==> src/design/tmprof_pkg.sv <==
package tmprof_pkg;

	localparam int SPEED_FRAC_BITS = 12;
	localparam int SPEED_W         = 15;
	localparam int COUNT_IN_W      = 32;
	localparam int SCALE_W         = 32;
	localparam int AMOUNT_W        = 16;
	localparam int OUT_W           = 16;
	localparam int CFG_IDX_W       = 8;
	localparam int CFG_DATA_W      = 32;
	localparam int GAIN_SHIFT      = 16;
	// serial multiplier digit operand: |amount| and 3*|vm - k| both fit in 17 bits
	localparam int MUL_AW          = 17;
	// quotient bits kept; anything at or above 2^15 clamps the speed anyway
	localparam int QUO_W           = 15;

	localparam logic [SPEED_W-1:0] START_SPEED_RST =
		SPEED_W'(((1 << SPEED_FRAC_BITS) + 5) / 10);
	localparam logic [SPEED_W-1:0] MAX_SPEED_RST = SPEED_W'(1 << (SPEED_FRAC_BITS - 1));
	localparam logic signed [SCALE_W-1:0] TURN_SCALE_RST    = -32'sd1970500;
	localparam logic signed [SCALE_W-1:0] ADVANCE_SCALE_RST = 32'sd4551400;

	localparam logic [CFG_IDX_W-1:0] CFG_START_SPEED   = CFG_IDX_W'(0);
	localparam logic [CFG_IDX_W-1:0] CFG_MAX_SPEED     = CFG_IDX_W'(1);
	localparam logic [CFG_IDX_W-1:0] CFG_TURN_SCALE    = CFG_IDX_W'(2);
	localparam logic [CFG_IDX_W-1:0] CFG_ADVANCE_SCALE = CFG_IDX_W'(3);

	localparam logic KIND_CMD     = 1'b0;
	localparam logic KIND_TICK    = 1'b1;
	localparam logic MOVE_TURN    = 1'b0;
	localparam logic MOVE_ADVANCE = 1'b1;

	typedef struct packed {
		logic                         kind;
		logic                         move_kind;
		logic signed [AMOUNT_W-1:0]   amount;
		logic signed [COUNT_IN_W-1:0] left_count;
	} item_t;

	typedef struct packed {
		logic signed [OUT_W-1:0] left_speed;
		logic signed [OUT_W-1:0] right_speed;
		logic                    done_res;
	} res_t;

endpackage

==> src/design/trapezoid_move_profiler_core.sv <==
// channel  | handshake             | word
// ---------+-----------------------+--------------------------------------------
// item     | item_valid/item_stall | item_t: command or tick with encoder count
// res      | res_valid/res_stall   | res_t: left/right speed, done flag
// cfg      | cfg_valid/cfg_ready   | cfg_index, cfg_data (register write)
//
// Command: accept, a bit-serial multiply of |amount| by |gain|, then back to idle.
// Ramp tick: accept, prep, eval, bit-serial multiply, bit-serial divide, then the
// output state; cruise and done ticks go from eval straight to output; ignored
// ticks are only accepted and give no result.
// Reset restores the register defaults and an idle move; no sweep is needed.
// The result sits in an output register; a stalled result holds the next item at S_OUT.
module trapezoid_move_profiler_core
	import tmprof_pkg::*;
#(
	parameter int COUNT_WIDTH = 32
) (
	input  logic                  clk,
	input  logic                  arst_n,
	input  logic                  item_valid,
	output logic                  item_stall,
	input  item_t                 item,
	output logic                  res_valid,
	input  logic                  res_stall,
	output res_t                  res,
	input  logic                  cfg_valid,
	output logic                  cfg_ready,
	input  logic [CFG_IDX_W-1:0]  cfg_index,
	input  logic [CFG_DATA_W-1:0] cfg_data
);

	localparam int PW  = (COUNT_WIDTH < COUNT_IN_W + 1) ? COUNT_WIDTH : COUNT_IN_W + 1;
	localparam int MBW = (PW > SCALE_W) ? PW : SCALE_W;
	localparam int PRW = MUL_AW + MBW;
	localparam int XW  = (PW + 3 > SCALE_W + 2) ? PW + 3 : SCALE_W + 2;

	typedef enum logic [2:0] {
		PH_IDLE,
		PH_LATCH,
		PH_UP,
		PH_CRUISE,
		PH_DOWN
	} phase_t;

	typedef enum logic [2:0] {
		S_IDLE,
		S_CMD_MUL,
		S_PREP,
		S_EVAL,
		S_RAMP_MUL,
		S_DIV,
		S_OUT
	} state_t;

	typedef enum logic [1:0] {
		ACT_RAMP,
		ACT_CRUISE,
		ACT_DONE
	} act_t;

	state_t                       state_q;
	phase_t                       phase_q;
	logic [SPEED_W-1:0]           start_speed_q;
	logic [SPEED_W-1:0]           max_speed_q;
	logic signed [SCALE_W-1:0]    turn_scale_q;
	logic signed [SCALE_W-1:0]    advance_scale_q;
	logic                         turn_q;
	logic                         dneg_q;
	logic [SCALE_W-1:0]           e_q;
	logic signed [COUNT_IN_W-1:0] start_count_q;
	logic                         cmd_neg_q;
	logic                         cmd_adv_q;
	logic signed [PW-1:0]         p_q;
	logic signed [PW:0]           q_q;
	logic [PW-1:0]                aq_q;
	logic [SPEED_W-1:0]           mag_q;
	logic                         done_q;
	logic                         flip_q;
	logic                         res_valid_q;
	res_t                         res_q;

	// command operands
	logic signed [MUL_AW-1:0]     amt_x;
	logic [MUL_AW-1:0]            amt_abs;
	logic signed [SCALE_W-1:0]    scale_sel;
	logic signed [SCALE_W:0]      scale_x;
	logic [SCALE_W:0]             scale_mag;
	logic [MBW-1:0]               scale_b;
	logic                         cmd_neg;
	logic [PRW-1:0]               rnd_sum;
	logic [SCALE_W-1:0]           e_cmd;

	// tick path
	logic signed [COUNT_IN_W:0]   cnt_diff;
	logic signed [PW:0]           p_x;
	logic [PW:0]                  aq_w;
	logic signed [XW-1:0]         q_x;
	logic signed [XW-1:0]         q3;
	logic signed [XW-1:0]         e_x;
	logic signed [XW-1:0]         e2;
	logic                         lt1;
	logic                         lt2;
	logic                         lt3;
	logic [MBW-1:0]               aq_b;
	logic                         ediff_neg;
	logic [MBW-1:0]               ediff;
	logic signed [SPEED_W:0]      diffks;
	logic [SPEED_W:0]             absd;
	logic                         dir_up;
	logic                         ramp_add;
	logic [MUL_AW-1:0]            m3;
	phase_t                       ev_phase;
	act_t                         ev_act;
	logic [MBW-1:0]               ev_b;
	logic                         ev_flip;

	// units
	logic                         mul_start;
	logic [MUL_AW-1:0]            mul_a;
	logic [MBW-1:0]               mul_b;
	logic                         mul_done;
	logic [PRW-1:0]               mul_prod;
	logic                         div_start;
	logic                         div_done;
	logic [QUO_W-1:0]             div_quo;
	logic                         div_sat;

	logic signed [SPEED_W+2:0]    ks_x;
	logic signed [SPEED_W+2:0]    quo_x;
	logic signed [SPEED_W+2:0]    mag_sum;
	logic [SPEED_W-1:0]           mag_new;
	logic signed [OUT_W-1:0]      mag_s;
	logic signed [OUT_W-1:0]      sv;
	logic signed [OUT_W-1:0]      rv;
	res_t                         res_new;
	logic                         item_acc;
	logic                         res_load;

	assign item_stall = (state_q != S_IDLE);
	assign item_acc   = item_valid && (state_q == S_IDLE);
	assign cfg_ready  = 1'b1;
	assign res_valid  = res_valid_q;
	assign res        = res_q;
	assign res_load   = (state_q == S_OUT) && (!res_valid_q || !res_stall);

	// command: |amount| * |gain|, sign applied afterwards as a floor
	assign amt_x     = MUL_AW'(item.amount);
	assign amt_abs   = amt_x[MUL_AW-1] ? MUL_AW'(-amt_x) : MUL_AW'(amt_x);
	assign scale_sel = (item.move_kind == MOVE_ADVANCE) ? advance_scale_q : turn_scale_q;
	assign scale_x   = (SCALE_W + 1)'(scale_sel);
	assign scale_mag = scale_x[SCALE_W] ? (SCALE_W + 1)'(-scale_x) : (SCALE_W + 1)'(scale_x);
	assign scale_b   = MBW'(scale_mag[SCALE_W-1:0]);
	assign cmd_neg   = item.amount[AMOUNT_W-1] ^ scale_sel[SCALE_W-1];
	// |floor(-P/2^16)| = ceil(P/2^16); the delta always fits 32 bits
	assign rnd_sum   = mul_prod + (cmd_neg_q ? PRW'((1 << GAIN_SHIFT) - 1) : PRW'(0));
	assign e_cmd     = rnd_sum[GAIN_SHIFT+SCALE_W-1:GAIN_SHIFT];

	assign cnt_diff = (COUNT_IN_W + 1)'(item.left_count) - (COUNT_IN_W + 1)'(start_count_q);

	assign p_x  = (PW + 1)'(p_q);
	assign aq_w = p_x[PW] ? (PW + 1)'(-p_x) : (PW + 1)'(p_x);

	assign q_x   = XW'(q_q);
	assign q3    = q_x + (q_x <<< 1);
	assign e_x   = XW'(e_q);
	assign e2    = e_x <<< 1;
	assign lt1   = (q3 < e_x);
	assign lt2   = (q3 < e2);
	assign lt3   = (q_x < e_x);
	assign aq_b  = MBW'(aq_q);
	// encoder far behind on the ramp-down: e - |q| goes negative
	assign ediff_neg = (MBW'(aq_q) > MBW'(e_q));
	assign ediff     = ediff_neg ? (MBW'(aq_q) - MBW'(e_q)) : (MBW'(e_q) - MBW'(aq_q));

	assign diffks = $signed({1'b0, max_speed_q}) - $signed({1'b0, start_speed_q});
	assign dir_up = !diffks[SPEED_W];
	assign absd   = diffks[SPEED_W] ? (SPEED_W + 1)'(-diffks) : (SPEED_W + 1)'(diffks);
	assign m3     = MUL_AW'(absd) + MUL_AW'({absd, 1'b0});

	// phase tests run in order on the same tick; phases only move forward
	always_comb begin
		logic hit;
		hit      = 1'b0;
		ev_phase = phase_q;
		ev_act   = ACT_DONE;
		ev_b     = aq_b;
		ev_flip  = 1'b0;
		if (e_q == '0) begin
			hit = 1'b1;
		end
		if (!hit && ev_phase == PH_UP) begin
			if (lt1) begin
				ev_act = ACT_RAMP;
				hit    = 1'b1;
			end else begin
				ev_phase = PH_CRUISE;
			end
		end
		if (!hit && ev_phase == PH_CRUISE) begin
			if (lt2) begin
				ev_act = ACT_CRUISE;
				hit    = 1'b1;
			end else begin
				ev_phase = PH_DOWN;
			end
		end
		if (!hit && ev_phase == PH_DOWN && lt3) begin
			ev_act  = ACT_RAMP;
			ev_b    = ediff;
			ev_flip = ediff_neg;
		end
		if (ev_act == ACT_DONE) begin
			ev_phase = PH_IDLE;
		end
	end

	assign mul_start = (item_acc && item.kind == KIND_CMD) ||
		(state_q == S_EVAL && ev_act == ACT_RAMP);
	assign mul_a     = (state_q == S_IDLE) ? amt_abs : m3;
	assign mul_b     = (state_q == S_IDLE) ? scale_b : ev_b;
	assign div_start = (state_q == S_RAMP_MUL) && mul_done;

	tmprof_mul #(
		.A_W (MUL_AW),
		.B_W (MBW)
	) u_mul (
		.clk    (clk),
		.arst_n (arst_n),
		.start  (mul_start),
		.a      (mul_a),
		.b      (mul_b),
		.done   (mul_done),
		.prod   (mul_prod)
	);

	tmprof_div #(
		.N_W (PRW),
		.D_W (SCALE_W),
		.Q_W (QUO_W)
	) u_div (
		.clk    (clk),
		.arst_n (arst_n),
		.start  (div_start),
		.num    (mul_prod),
		.den    (e_q),
		.done   (div_done),
		.quo    (div_quo),
		.sat    (div_sat)
	);

	// k +/- quotient, clamped to 0..32767
	assign ramp_add = dir_up ^ flip_q;
	assign ks_x     = (SPEED_W + 3)'(start_speed_q);
	assign quo_x    = (SPEED_W + 3)'(div_quo);
	assign mag_sum  = ramp_add ? (ks_x + quo_x) : (ks_x - quo_x);

	always_comb begin
		if (div_sat) begin
			mag_new = ramp_add ? '1 : '0;
		end else if (mag_sum[SPEED_W+2]) begin
			mag_new = '0;
		end else if (|mag_sum[SPEED_W+1:SPEED_W]) begin
			mag_new = '1;
		end else begin
			mag_new = mag_sum[SPEED_W-1:0];
		end
	end

	assign mag_s = OUT_W'(mag_q);
	assign sv    = dneg_q ? OUT_W'(-mag_s) : mag_s;
	assign rv    = turn_q ? OUT_W'(-sv) : sv;

	always_comb begin
		if (done_q) begin
			res_new.left_speed  = '0;
			res_new.right_speed = '0;
			res_new.done_res    = 1'b1;
		end else begin
			res_new.left_speed  = sv;
			res_new.right_speed = rv;
			res_new.done_res    = 1'b0;
		end
	end

	always_ff @(posedge clk or negedge arst_n) begin
		if (!arst_n) begin
			state_q         <= S_IDLE;
			phase_q         <= PH_IDLE;
			start_speed_q   <= START_SPEED_RST;
			max_speed_q     <= MAX_SPEED_RST;
			turn_scale_q    <= TURN_SCALE_RST;
			advance_scale_q <= ADVANCE_SCALE_RST;
			turn_q          <= 1'b0;
			dneg_q          <= 1'b0;
			e_q             <= '0;
			start_count_q   <= '0;
			cmd_neg_q       <= 1'b0;
			cmd_adv_q       <= 1'b0;
			p_q             <= '0;
			q_q             <= '0;
			aq_q            <= '0;
			mag_q           <= '0;
			done_q          <= 1'b0;
			flip_q          <= 1'b0;
			res_valid_q     <= 1'b0;
			res_q           <= '0;
		end else begin
			if (cfg_valid && cfg_ready) begin
				case (cfg_index)
					CFG_START_SPEED: begin
						start_speed_q <= cfg_data[SPEED_W-1:0];
					end
					CFG_MAX_SPEED: begin
						max_speed_q <= cfg_data[SPEED_W-1:0];
					end
					CFG_TURN_SCALE: begin
						turn_scale_q <= $signed(cfg_data[SCALE_W-1:0]);
					end
					CFG_ADVANCE_SCALE: begin
						advance_scale_q <= $signed(cfg_data[SCALE_W-1:0]);
					end
					default: ;
				endcase
			end

			if (res_load) begin
				res_valid_q <= 1'b1;
				res_q       <= res_new;
			end else if (!res_stall) begin
				res_valid_q <= 1'b0;
			end

			case (state_q)
				S_IDLE: begin
					if (item_acc) begin
						if (item.kind == KIND_CMD) begin
							cmd_neg_q <= cmd_neg;
							cmd_adv_q <= item.move_kind;
							state_q   <= S_CMD_MUL;
						end else if (phase_q == PH_LATCH) begin
							start_count_q <= item.left_count;
							p_q           <= '0;
							phase_q       <= PH_UP;
							state_q       <= S_PREP;
						end else if (phase_q != PH_IDLE) begin
							p_q     <= cnt_diff[PW-1:0];
							state_q <= S_PREP;
						end
					end
				end
				S_CMD_MUL: begin
					if (mul_done) begin
						e_q     <= e_cmd;
						dneg_q  <= cmd_neg_q;
						turn_q  <= (cmd_adv_q == MOVE_TURN);
						phase_q <= PH_LATCH;
						state_q <= S_IDLE;
					end
				end
				S_PREP: begin
					// q is progress along the move's own direction
					q_q     <= dneg_q ? (PW + 1)'(-p_x) : p_x;
					aq_q    <= aq_w[PW-1:0];
					state_q <= S_EVAL;
				end
				S_EVAL: begin
					phase_q <= ev_phase;
					flip_q  <= ev_flip;
					case (ev_act)
						ACT_RAMP: begin
							done_q  <= 1'b0;
							state_q <= S_RAMP_MUL;
						end
						ACT_CRUISE: begin
							done_q  <= 1'b0;
							mag_q   <= max_speed_q;
							state_q <= S_OUT;
						end
						default: begin
							done_q  <= 1'b1;
							state_q <= S_OUT;
						end
					endcase
				end
				S_RAMP_MUL: begin
					if (mul_done) begin
						state_q <= S_DIV;
					end
				end
				S_DIV: begin
					if (div_done) begin
						mag_q   <= mag_new;
						state_q <= S_OUT;
					end
				end
				S_OUT: begin
					if (res_load) begin
						state_q <= S_IDLE;
					end
				end
				default: begin
					state_q <= S_IDLE;
				end
			endcase
		end
	end

endmodule

==> src/design/tmprof_mul.sv <==
module tmprof_mul #(
	parameter int A_W = 17,
	parameter int B_W = 32
) (
	input  logic               clk,
	input  logic               arst_n,
	input  logic               start,
	input  logic [A_W-1:0]     a,
	input  logic [B_W-1:0]     b,
	output logic               done,
	output logic [A_W+B_W-1:0] prod
);

	localparam int P_W = A_W + B_W;
	localparam int C_W = $clog2(A_W + 1);

	logic [C_W-1:0] cnt_q;
	logic           busy_q;
	logic           done_q;
	logic [B_W-1:0] b_q;
	logic [P_W-1:0] acc_q;
	logic [B_W:0]   part;

	// low half holds the remaining multiplier bits, high half the running sum
	assign part = {1'b0, acc_q[P_W-1:A_W]} + (acc_q[0] ? {1'b0, b_q} : {(B_W + 1){1'b0}});

	always_ff @(posedge clk or negedge arst_n) begin
		if (!arst_n) begin
			busy_q <= 1'b0;
			done_q <= 1'b0;
			cnt_q  <= '0;
		end else begin
			done_q <= 1'b0;
			if (start) begin
				busy_q <= 1'b1;
				cnt_q  <= C_W'(A_W);
			end else if (busy_q) begin
				cnt_q <= cnt_q - C_W'(1);
				if (cnt_q == C_W'(1)) begin
					busy_q <= 1'b0;
					done_q <= 1'b1;
				end
			end
		end
	end

	always_ff @(posedge clk) begin
		if (start) begin
			acc_q <= {{B_W{1'b0}}, a};
			b_q   <= b;
		end else if (busy_q) begin
			acc_q <= {part, acc_q[A_W-1:1]};
		end
	end

	assign done = done_q;
	assign prod = acc_q;

endmodule

==> src/design/tmprof_div.sv <==
module tmprof_div #(
	parameter int N_W = 49,
	parameter int D_W = 32,
	parameter int Q_W = 15
) (
	input  logic           clk,
	input  logic           arst_n,
	input  logic           start,
	input  logic [N_W-1:0] num,
	input  logic [D_W-1:0] den,
	output logic           done,
	output logic [Q_W-1:0] quo,
	output logic           sat
);

	localparam int C_W = $clog2(N_W + 1);

	logic [C_W-1:0] cnt_q;
	logic           busy_q;
	logic           done_q;
	logic [N_W-1:0] num_q;
	logic [D_W-1:0] den_q;
	logic [D_W-1:0] rem_q;
	logic [Q_W-1:0] quo_q;
	logic           sat_q;
	logic [D_W:0]   shifted;
	logic [D_W+1:0] trial;
	logic           qbit;

	// restoring division, one numerator bit in per cycle, MSB first
	assign shifted = {rem_q, num_q[N_W-1]};
	assign trial   = {1'b0, shifted} - {2'b00, den_q};
	assign qbit    = !trial[D_W+1];

	always_ff @(posedge clk or negedge arst_n) begin
		if (!arst_n) begin
			busy_q <= 1'b0;
			done_q <= 1'b0;
			cnt_q  <= '0;
		end else begin
			done_q <= 1'b0;
			if (start) begin
				busy_q <= 1'b1;
				cnt_q  <= C_W'(N_W);
			end else if (busy_q) begin
				cnt_q <= cnt_q - C_W'(1);
				if (cnt_q == C_W'(1)) begin
					busy_q <= 1'b0;
					done_q <= 1'b1;
				end
			end
		end
	end

	always_ff @(posedge clk) begin
		if (start) begin
			num_q <= num;
			den_q <= den;
			rem_q <= '0;
			quo_q <= '0;
			sat_q <= 1'b0;
		end else if (busy_q) begin
			num_q <= {num_q[N_W-2:0], 1'b0};
			rem_q <= qbit ? trial[D_W-1:0] : shifted[D_W-1:0];
			quo_q <= {quo_q[Q_W-2:0], qbit};
			// a set bit leaving the top means the quotient is past the kept range
			sat_q <= sat_q | quo_q[Q_W-1];
		end
	end

	assign done = done_q;
	assign quo  = quo_q;
	assign sat  = sat_q;

endmodule

==> config.mk <==
export PLATFORM = sky130hd
export DESIGN_NAME = trapezoid_move_profiler_core
export DESIGN_NICKNAME = d
export VERILOG_FILES = /design/src/design/tmprof_pkg.sv /design/src/design/trapezoid_move_profiler_core.sv /design/src/design/tmprof_mul.sv /design/src/design/tmprof_div.sv
export SDC_FILE = /design/constraint.sdc
export NUM_CORES = 2
export LEC_CHECK = 0
export BUFFER_PORTS_ARGS = -buffer_cell sky130_fd_sc_hd__buf_4
export CAP_MARGIN = 0
export CORE_MARGIN = 1
export CORE_UTILIZATION = 65
export CTS_BUF_LIST = sky130_fd_sc_hd__clkbuf_4 sky130_fd_sc_hd__clkbuf_8
export DETAILED_ROUTE_END_ITERATION = 12
export GPL_ROUTABILITY_DRIVEN = 1
export MAX_ROUTING_LAYER = met4
export PLACE_DENSITY = 0.92
export SLEW_MARGIN = 20
export SYNTH_ARGS = -nofsm -noshare
export SYNTH_HDL_FRONTEND = slang
export SYNTH_SLANG_ARGS = --single-unit
==> constraint.sdc <==
create_clock -name clk -period 10.9 [get_ports clk]
set_clock_uncertainty 0.05 [all_clocks]
set_input_delay 0 -clock clk [delete_from_list [all_inputs] [get_ports clk]]
set_output_delay 0 -clock clk [all_outputs]
set_load 0.05 [all_outputs]
# After elaboration in Yosys (flattened, before gate mapping)
# Cells that the tools add are included.
[op_classes]
addsub = 19
magnitude_cmp = 4
n_eq_ne = 27
n_mux = 80
bitwise_logic = 5
n_reduce_logical = 42
[op_table]
columns = ["cell", "n"]
rows = [
  ["two-way mux 32 bit", 10],
  ["two-way mux 49 bit", 2],
  ["subtractor 32 bit", 3],
  ["two-way mux 15 bit", 6],
  ["two-way mux 17 bit", 4],
  ["two-way mux 33 bit", 2],
  ["two-way mux 16 bit", 4],
  ["two-way mux 3 bit", 17],
  ["adder 48 x 16 -> 48 bit", 1],
  ["adder 33 x 34 -> 35 bit", 1],
  ["less-than comparator 35 x 33 -> 1 bit", 1],
  ["less-than comparator 35 x 34 -> 1 bit", 1],
  ["subtractor 33 x 32 -> 34 bit", 1],
  ["adder 32 x 32 -> 33 bit", 1],
  ["less-than comparator 33 bit", 1],
  ["negator 32 -> 33 bit", 1],
  ["greater-than comparator 32 bit", 1],
  ["zero test 32 bit", 1],
  ["negator 16 bit", 2],
  ["negator 32 bit", 1],
  ["subtractor 15 x 15 -> 16 bit", 2],
  ["case mux 15 bit (2 select lines)", 1],
  ["two-way mux 1 bit", 21],
  ["case mux 3 bit (7 select lines)", 1],
  ["40 further kinds", 91],
]
[totals]
regBits = 541
inputBits = 95
out_inout_bits = 36
elab_cells = 213

# Depth between registers and ports, before layout
[logic_depth]
ltp_word = 16
ltp_mapped = 28
depth_no_buf = 27

# By module
# Synthesis repeated with hierarchy kept, for this count alone.
[hier_totals]
cells_unflattened = 4556
hier_area_um2 = 40338.7
[by_module_without_submodules]
columns = ["mod", "instances", "cells_each", "area_each_um2", "seq_area_each_um2"]
rows = [
  ["trapezoid_move_profiler_core", 1, 3374, 27846.7, 7907.6],
  ["tmprof_div", 1, 671, 7305.8, 3593.4],
  ["tmprof_mul", 1, 511, 5186.2, 2287.2],
]

# Least setup slack after synthesis
# No wires, ideal clock.
[synth_timing]
kind = "register -> register"
startpoint = "reg q_q[1]"
endpoint = "reg u_mul.b_q[0], enable pin"
setup_ns = 0.409
t_arrival_ns = 6.232
required_time_ns = 10.441
path_slack_ns = 4.209
stages_incl_launch_ff = 28
n_path_buf = 2
period_less_slack_ns = 6.691
path_cell_list = "dfrtp_1 -> ha_1 -> inv_1 -> fa_1 -> nor2b_1 -> o31ai_1 -> a21oi_1 -> a2111oi_0 -> a21oi_1 -> nor2_1 -> nand2_1 -> a31o_2 -> a21o_1 -> a21o_1 -> a21oi_1 -> xnor2_1 -> ha_1 -> o21ai_0 -> o21ai_0 -> a211oi_1 -> o21ai_0 -> o21ai_0 -> a32oi_1 -> o211ai_1 -> and3_1 -> a21bo_2 -> clkbuf_1 -> buf_1"
[synth_between]
elab_chain_len = 14
word_cells_on_any_way = 27
classes_between = "add/sub (1); order compare (3); eq/ne (2); mux (13); reduce/logical (8)"
[synth_rtl]
columns = ["item", "line_no", "source"]
rows = [
  ["from (decl)", "trapezoid_move_profiler_core.sv:74", "logic signed [PW:0] q_q;"],
  ["from (signal assigned)", "trapezoid_move_profiler_core.sv:362", "q_q <= dneg_q ? (PW + 1)'(-p_x) : p_x;"],
  ["adder 33 x 34 -> 35 bit", "trapezoid_move_profiler_core.sv:164", "assign q3 = q_x + (q_x <<< 1);"],
  ["less-than comparator 35 x 33 -> 1 bit", "trapezoid_move_profiler_core.sv:167", "assign lt1 = (q3 < e_x);"],
  ["two-way mux 3 bit / two-way mux 1 bit (equally long branches)", "trapezoid_move_profiler_core.sv:192", "if (lt1) begin"],
  ["two-way mux 3 bit / two-way mux 1 bit (equally long branches)", "trapezoid_move_profiler_core.sv:191", "if (!hit && ev_phase == PH_UP) begin"],
  ["== test 3 x 2 -> 1 bit / zero test 1 bit (equally long branches)", "trapezoid_move_profiler_core.sv:199", "if (!hit && ev_phase == PH_CRUISE) begin"],
  ["logical AND 1 bit", "trapezoid_move_profiler_core.sv:199", ""],
  ["two-way mux 3 bit / two-way mux 1 bit (equally long branches)", "trapezoid_move_profiler_core.sv:199", ""],
  ["== test 3 bit / zero test 1 bit (equally long branches)", "trapezoid_move_profiler_core.sv:207", "if (!hit && ev_phase == PH_DOWN && lt3) begin"],
  ["logical AND 1 bit (2 in series)", "trapezoid_move_profiler_core.sv:207", ""],
  ["two-way mux 2 bit *", "trapezoid_move_profiler_core.sv:207", ""],
  ["zero test 2 bit *", "trapezoid_move_profiler_core.sv:218", "(state_q == S_EVAL && ev_act == ACT_RAMP);"],
  ["logical AND 1 bit *", "trapezoid_move_profiler_core.sv:218", ""],
  ["logical OR 1 bit *", "trapezoid_move_profiler_core.sv:217", "assign mul_start = (item_acc && item.kind == KIND_CMD) ||"],
  ["to (signal assigned)", "tmprof_mul.sv:50", "b_q <= b;"],
  ["to (decl)", "tmprof_mul.sv:20", "logic [B_W-1:0] b_q;"],
]
# Every way passes the cells marked *; elsewhere a longest branch is shown, timed or not.
# A chain may end at the register's enable or synchronous reset.

# Worst setup path in the final report
[layout_timing]
startpoint = "reg q_q[1]"
endpoint = "reg u_mul.acc_q[1] (netlist: u_mul.prod[1]), data pin"
[layout_between]
elab_chain_len = 15
word_cells_on_any_way = 28
classes_between = "add/sub (1); order compare (3); eq/ne (2); mux (14); reduce/logical (8)"
[layout_rtl]
columns = ["item", "line_no", "source"]
rows = [
  ["adder 33 x 34 -> 35 bit", "trapezoid_move_profiler_core.sv:164", ""],
  ["less-than comparator 35 x 33 -> 1 bit", "trapezoid_move_profiler_core.sv:167", ""],
  ["two-way mux 3 bit / two-way mux 1 bit (equally long branches)", "trapezoid_move_profiler_core.sv:192", ""],
  ["two-way mux 3 bit / two-way mux 1 bit (equally long branches)", "trapezoid_move_profiler_core.sv:191", ""],
  ["== test 3 x 2 -> 1 bit / zero test 1 bit (equally long branches)", "trapezoid_move_profiler_core.sv:199", ""],
  ["logical AND 1 bit", "trapezoid_move_profiler_core.sv:199", ""],
  ["two-way mux 3 bit / two-way mux 1 bit (equally long branches)", "trapezoid_move_profiler_core.sv:199", ""],
  ["== test 3 bit / zero test 1 bit (equally long branches)", "trapezoid_move_profiler_core.sv:207", ""],
  ["logical AND 1 bit (2 in series)", "trapezoid_move_profiler_core.sv:207", ""],
  ["two-way mux 2 bit *", "trapezoid_move_profiler_core.sv:207", ""],
  ["zero test 2 bit *", "trapezoid_move_profiler_core.sv:218", ""],
  ["logical AND 1 bit *", "trapezoid_move_profiler_core.sv:218", ""],
  ["logical OR 1 bit *", "trapezoid_move_profiler_core.sv:217", ""],
  ["two-way mux 17 bit *", "tmprof_mul.sv:48", "if (start) begin"],
  ["to (signal assigned)", "tmprof_mul.sv:49", "acc_q <= {{B_W{1'b0}}, a};"],
  ["to (signal assigned)", "tmprof_mul.sv:52", "acc_q <= {part, acc_q[A_W-1:1]};"],
  ["to (decl)", "tmprof_mul.sv:21", "logic [P_W-1:0] acc_q;"],
]
# Marks and branches as above.

==> metrics.md <==
| Metric | Value |
|---|---|
| H-tree Lvls | 3 |
| Fill count | 3911 |
| Core Area | 0.0595 mm² |
| TritonCTS clock tree | yes |
| Synthesized flop and latch total | 539 |
| Slew headroom | 23.5% |
| Total grt overflow | 0 |
| Worst Hold Launch | cfg_data[31] |
| Finish-stage setup viols | 0 |
| Worst Hold Path EP | turn_scale_q[31] |
| IO Port Bufs | 129 |
| R2R setup slack | 2.84 ns |
| Total CTS buffers | 91 |
| Kind of critical path | flop to flop |
| Worst Tran Pin Value | 1.15 ns |
| FF-to-FF End | u_mul.prod[1] |
| Chip width | 248 µm |
| Slew Limit Fails | 0 |
| CP Launch Type | flop |
| Die Area | 0.0616 mm² |
| ANT nets after route | 0 |
| Power density cells | 343 mW/mm² |
| Post-layout min period | 8.06 ns |
| Post-route DRC violation count | 0 |
| FMAX | 0.124 GHz |
| Placed Area | 0.0409 mm² |
| Die Y | 248 µm |
| Lkg Pwr | 20.3 nW |
| Vias per cell | 6.64 |
| Final WS setup | 2.84 ns |
| Mapped cell area | 0.0394 mm² |
| Nets | 5158 |
| R2R cell count | 27 |
| Max clock buf depth | 3 |
| Hpwl dp | 82.9 mm |
| CTS Sinks | 539 |
| Worst Hold Path Cells | 3 |
| Gate Count Post-Synth | 4482 |
| Largest net degree at the start of global routing | 167 |
| Initial Utilization | 66.3% |
| Crit. End Element | flop |
| Mapped Avg Cell Area | 8.79 µm² |
| Area Growth Syn to Fin | 12.8% |
| Final Cell Area | 0.0445 mm² |
| Hold Vio Cnt, Final | 0 |
| Worst path required time | 11.35 ns |
| Layout cell share with drive strength beyond 1 | 10.8% |
| List of most frequent post-synthesis cells | nand2_1 (494), a21oi_1 (377), ha_1 (368) |
| Sequential cell area fraction in the yosys report | 35.0% |
| Number of synthesized flops with an enable pin | 130 |
| Mapped Nets | 4955 |
| Largest area contributor in the netlist | dfrtp_1 |
| Total negative slack | 0 ns |
| Clk_lat worst skew | 0.75 ns |
| Top-count cell post-synth | nand2_1 |
| Hold Crit Class | primary input to flop |
| Vias in the first global route | 35400 |
| Status | finished clean |
| Yosys cell types | 95 |
| Gates resized, CTS repair | 0 |
| Reg-to-Reg Start | q_q[1] |
| Via total after detailed routing | 36800 |
| Yosys warns | 0 |
| DP Worst Slack | 3.06 ns |
| Critical path arrival | 8.51 ns |
| Clock-pin slew on the worst setup and hold paths | 0.06 ns |
| Root Buffer Master | clkbuf_8 |
| DR pass1 iterations | 9 |
| First-pass GRT wire length | 195 mm |
| Worst VDD drop | 0.236 mV |
| Async set-reset flop share out of synthesis | 61.0% |
| Top post-synthesis cells by area | dfrtp_1 (18%), ha_1 (12%), edfxtp_1 (9.9%), a21oi_1 (4.8%), nand2_1 (4.7%) |
| Placer congestion estimate | 1.03 |
| Gr usage total | 41.5% |
| Max-cap viol count | 0 |
| Drt wl/cell | 22.5 µm |
| 1st-iter DRT viols | 4630 |
| Crit path max fanout | 51 |
| Fin crit share | 73.9% |
| Synth top area share | 18.3% |
| Cell Rows | 89 |
| RSZ-0062 raised after global routing | false |
| WL final | 124 mm |
| # IOs | 131 |
| Main synth FF type | dfrtp_1 |
| Initial antenna violation count | 2 |
## stage by stage
stage,power [mW],util (%),instances,hold WS (ns)
finish,15.2,74.8,5539,0.0207
floorplan,10.2,-,4482,-0.346
detailed placement,12.5,68.8,5225,0.0176
global route,16.3,74.8,5537,-0.00292
CTS,14.8,74.7,5535,0.00101
global placement,12.2,68.8,5225,0.00450
## layout make-up
type | count | area, µm² | share of cell area (%)
Tap cell | 773 | 967 | 2.18
Sequential cell | 539 | 13800 | 31.0
Inverter | 252 | 948 | 2.13
Timing Repair Buffer | 298 | 2630 | 5.90
Multi-Input combinational cell | 3503 | 24000 | 54.0
Clock inverter | 28 | 347 | 0.780
Antenna cell | 4 | 10.0 | 0.0225
Clock buffer | 142 | 1740 | 3.92
## worst max-delay path, stage by stage (launching register included)
cell and delay [ns]:
dfrtp_1 0.44, ha_1 0.25, inv_1 0.07, fa_1 0.20, nor2b_1 0.07, o31ai_1 0.42, a21oi_1 0.20, a2111oi_0 0.73
a21oi_1 0.28, nor2_1 0.23, nand2_1 0.10, a31o_2 0.24, a21o_1 0.22, a21o_1 0.19, a21oi_1 0.17, xnor2_1 0.18
ha_1 0.28, o21ai_0 0.16, o21ai_0 0.14, a211oi_1 0.23, o21ai_0 0.10, o21ai_0 0.34, a32oi_1 0.14, o211ai_1 0.43
and3_1 0.35, a21bo_4 0.65, buf_4 0.58, mux2_1 0.38
## how the worst max path moves through the flow
| stage | start | to | slack (ns) | cells past startpoint |
|---|---|---|---|---|
| 6_report | q_q[1] | u_mul.prod[1] | 2.84 | 27 |
| 3_3_place_gp | q_q[1] | u_mul.prod[1] | 3.28 | 27 |
| 2_1_floorplan | q_q[1] | u_mul.b_q[0] | 4.21 | 27 |
| 4_1_cts | q_q[1] | u_mul.prod[1] | 3.02 | 27 |
| 5_1_grt | q_q[1] | u_mul.prod[1] | 2.56 | 27 |
| 3_5_place_dp | q_q[1] | u_mul.prod[1] | 3.06 | 27 |
## registers in the layout (all words and copies together) (netlist names), 31 cells and up
| register | count |
|---|---|
| aq_b | 31 |
| u_mul.prod | 49 |
| u_div.rem_q | 32 |
| turn_scale_q | 32 |
| u_div.num_q | 49 |
| res | 32 |
| u_div.den_q | 32 |
| advance_scale_q | 32 |
| u_mul.b_q | 32 |
| e_q | 32 |
| p_q | 32 |
| start_count_q | 32 |
| q_q | 33 |
## layout by cell type (no fill, tap or decap), types with 80 or more instances in the layout
master         Yosys  routed
mux2i_1          130     130
dlygate4sd3_1      0     139
ha_1             368     368
o21ai_0          308     308
xor2_1           156     156
xnor2_1          179     179
inv_1            250     250
clkbuf_8           0     108
dfxtp_1           80      80
mux2_2            95      95
dfrtp_1          289     286
nand2_1          494     493
a21oi_1          377     376
a21o_1           111     111
edfxtp_1         130     130
nor2_1           357     354
buf_4              2     156
## cell families (layout without fill, tap and decap cells)
| kind of cell | after synthesis | in the layout | synth area share (%) |
|---|---|---|---|
| AO/OA/AOI/OAI | 1215 | 1215 | 19.1 |
| XOR/XNOR | 335 | 335 | 7.44 |
| adder cells (fa/ha/maj) | 378 | 378 | 12.2 |
| buffers and inverters | 440 | 720 | 4.22 |
| flip-flops | 539 | 539 | 35.0 |
| multiplexers | 227 | 227 | 6.07 |
| other | 1 | 5 | 0.00951 |
| AND/OR/NAND/NOR | 1347 | 1347 | 16.0 |
## power breakdown
part	total (mW)	leakage, nW	internal [mW]	switching [mW]
combinational	9.37	13.2	3.79	5.58
clock	2.11	1.11	1.19	0.924
sequential	3.76	5.97	2.85	0.908
## routing by layer
layer | part of all wire [%] | GRT usage, % | wire (µm) | up-vias
met5 | 0 | - | 0 | -
met2 | 45 | 64.2 | 56600 | 2376
met3 | 11 | 8.79 | 13300 | 550
met1 | 39 | 52.5 | 48400 | 17500
met4 | 4.9 | 17.9 | 6160 | 0
li1 | - | - | - | 16400
## what timing repair did
item | 4_1_cts | 5_1_grt
endpoints found under the setup margin | 0 | 0
hold buffers | 140 | 0
endpoints found under the hold margin | 300 | 0
setup buffers | 0 | 0
(Power assumes the default switching activity.)
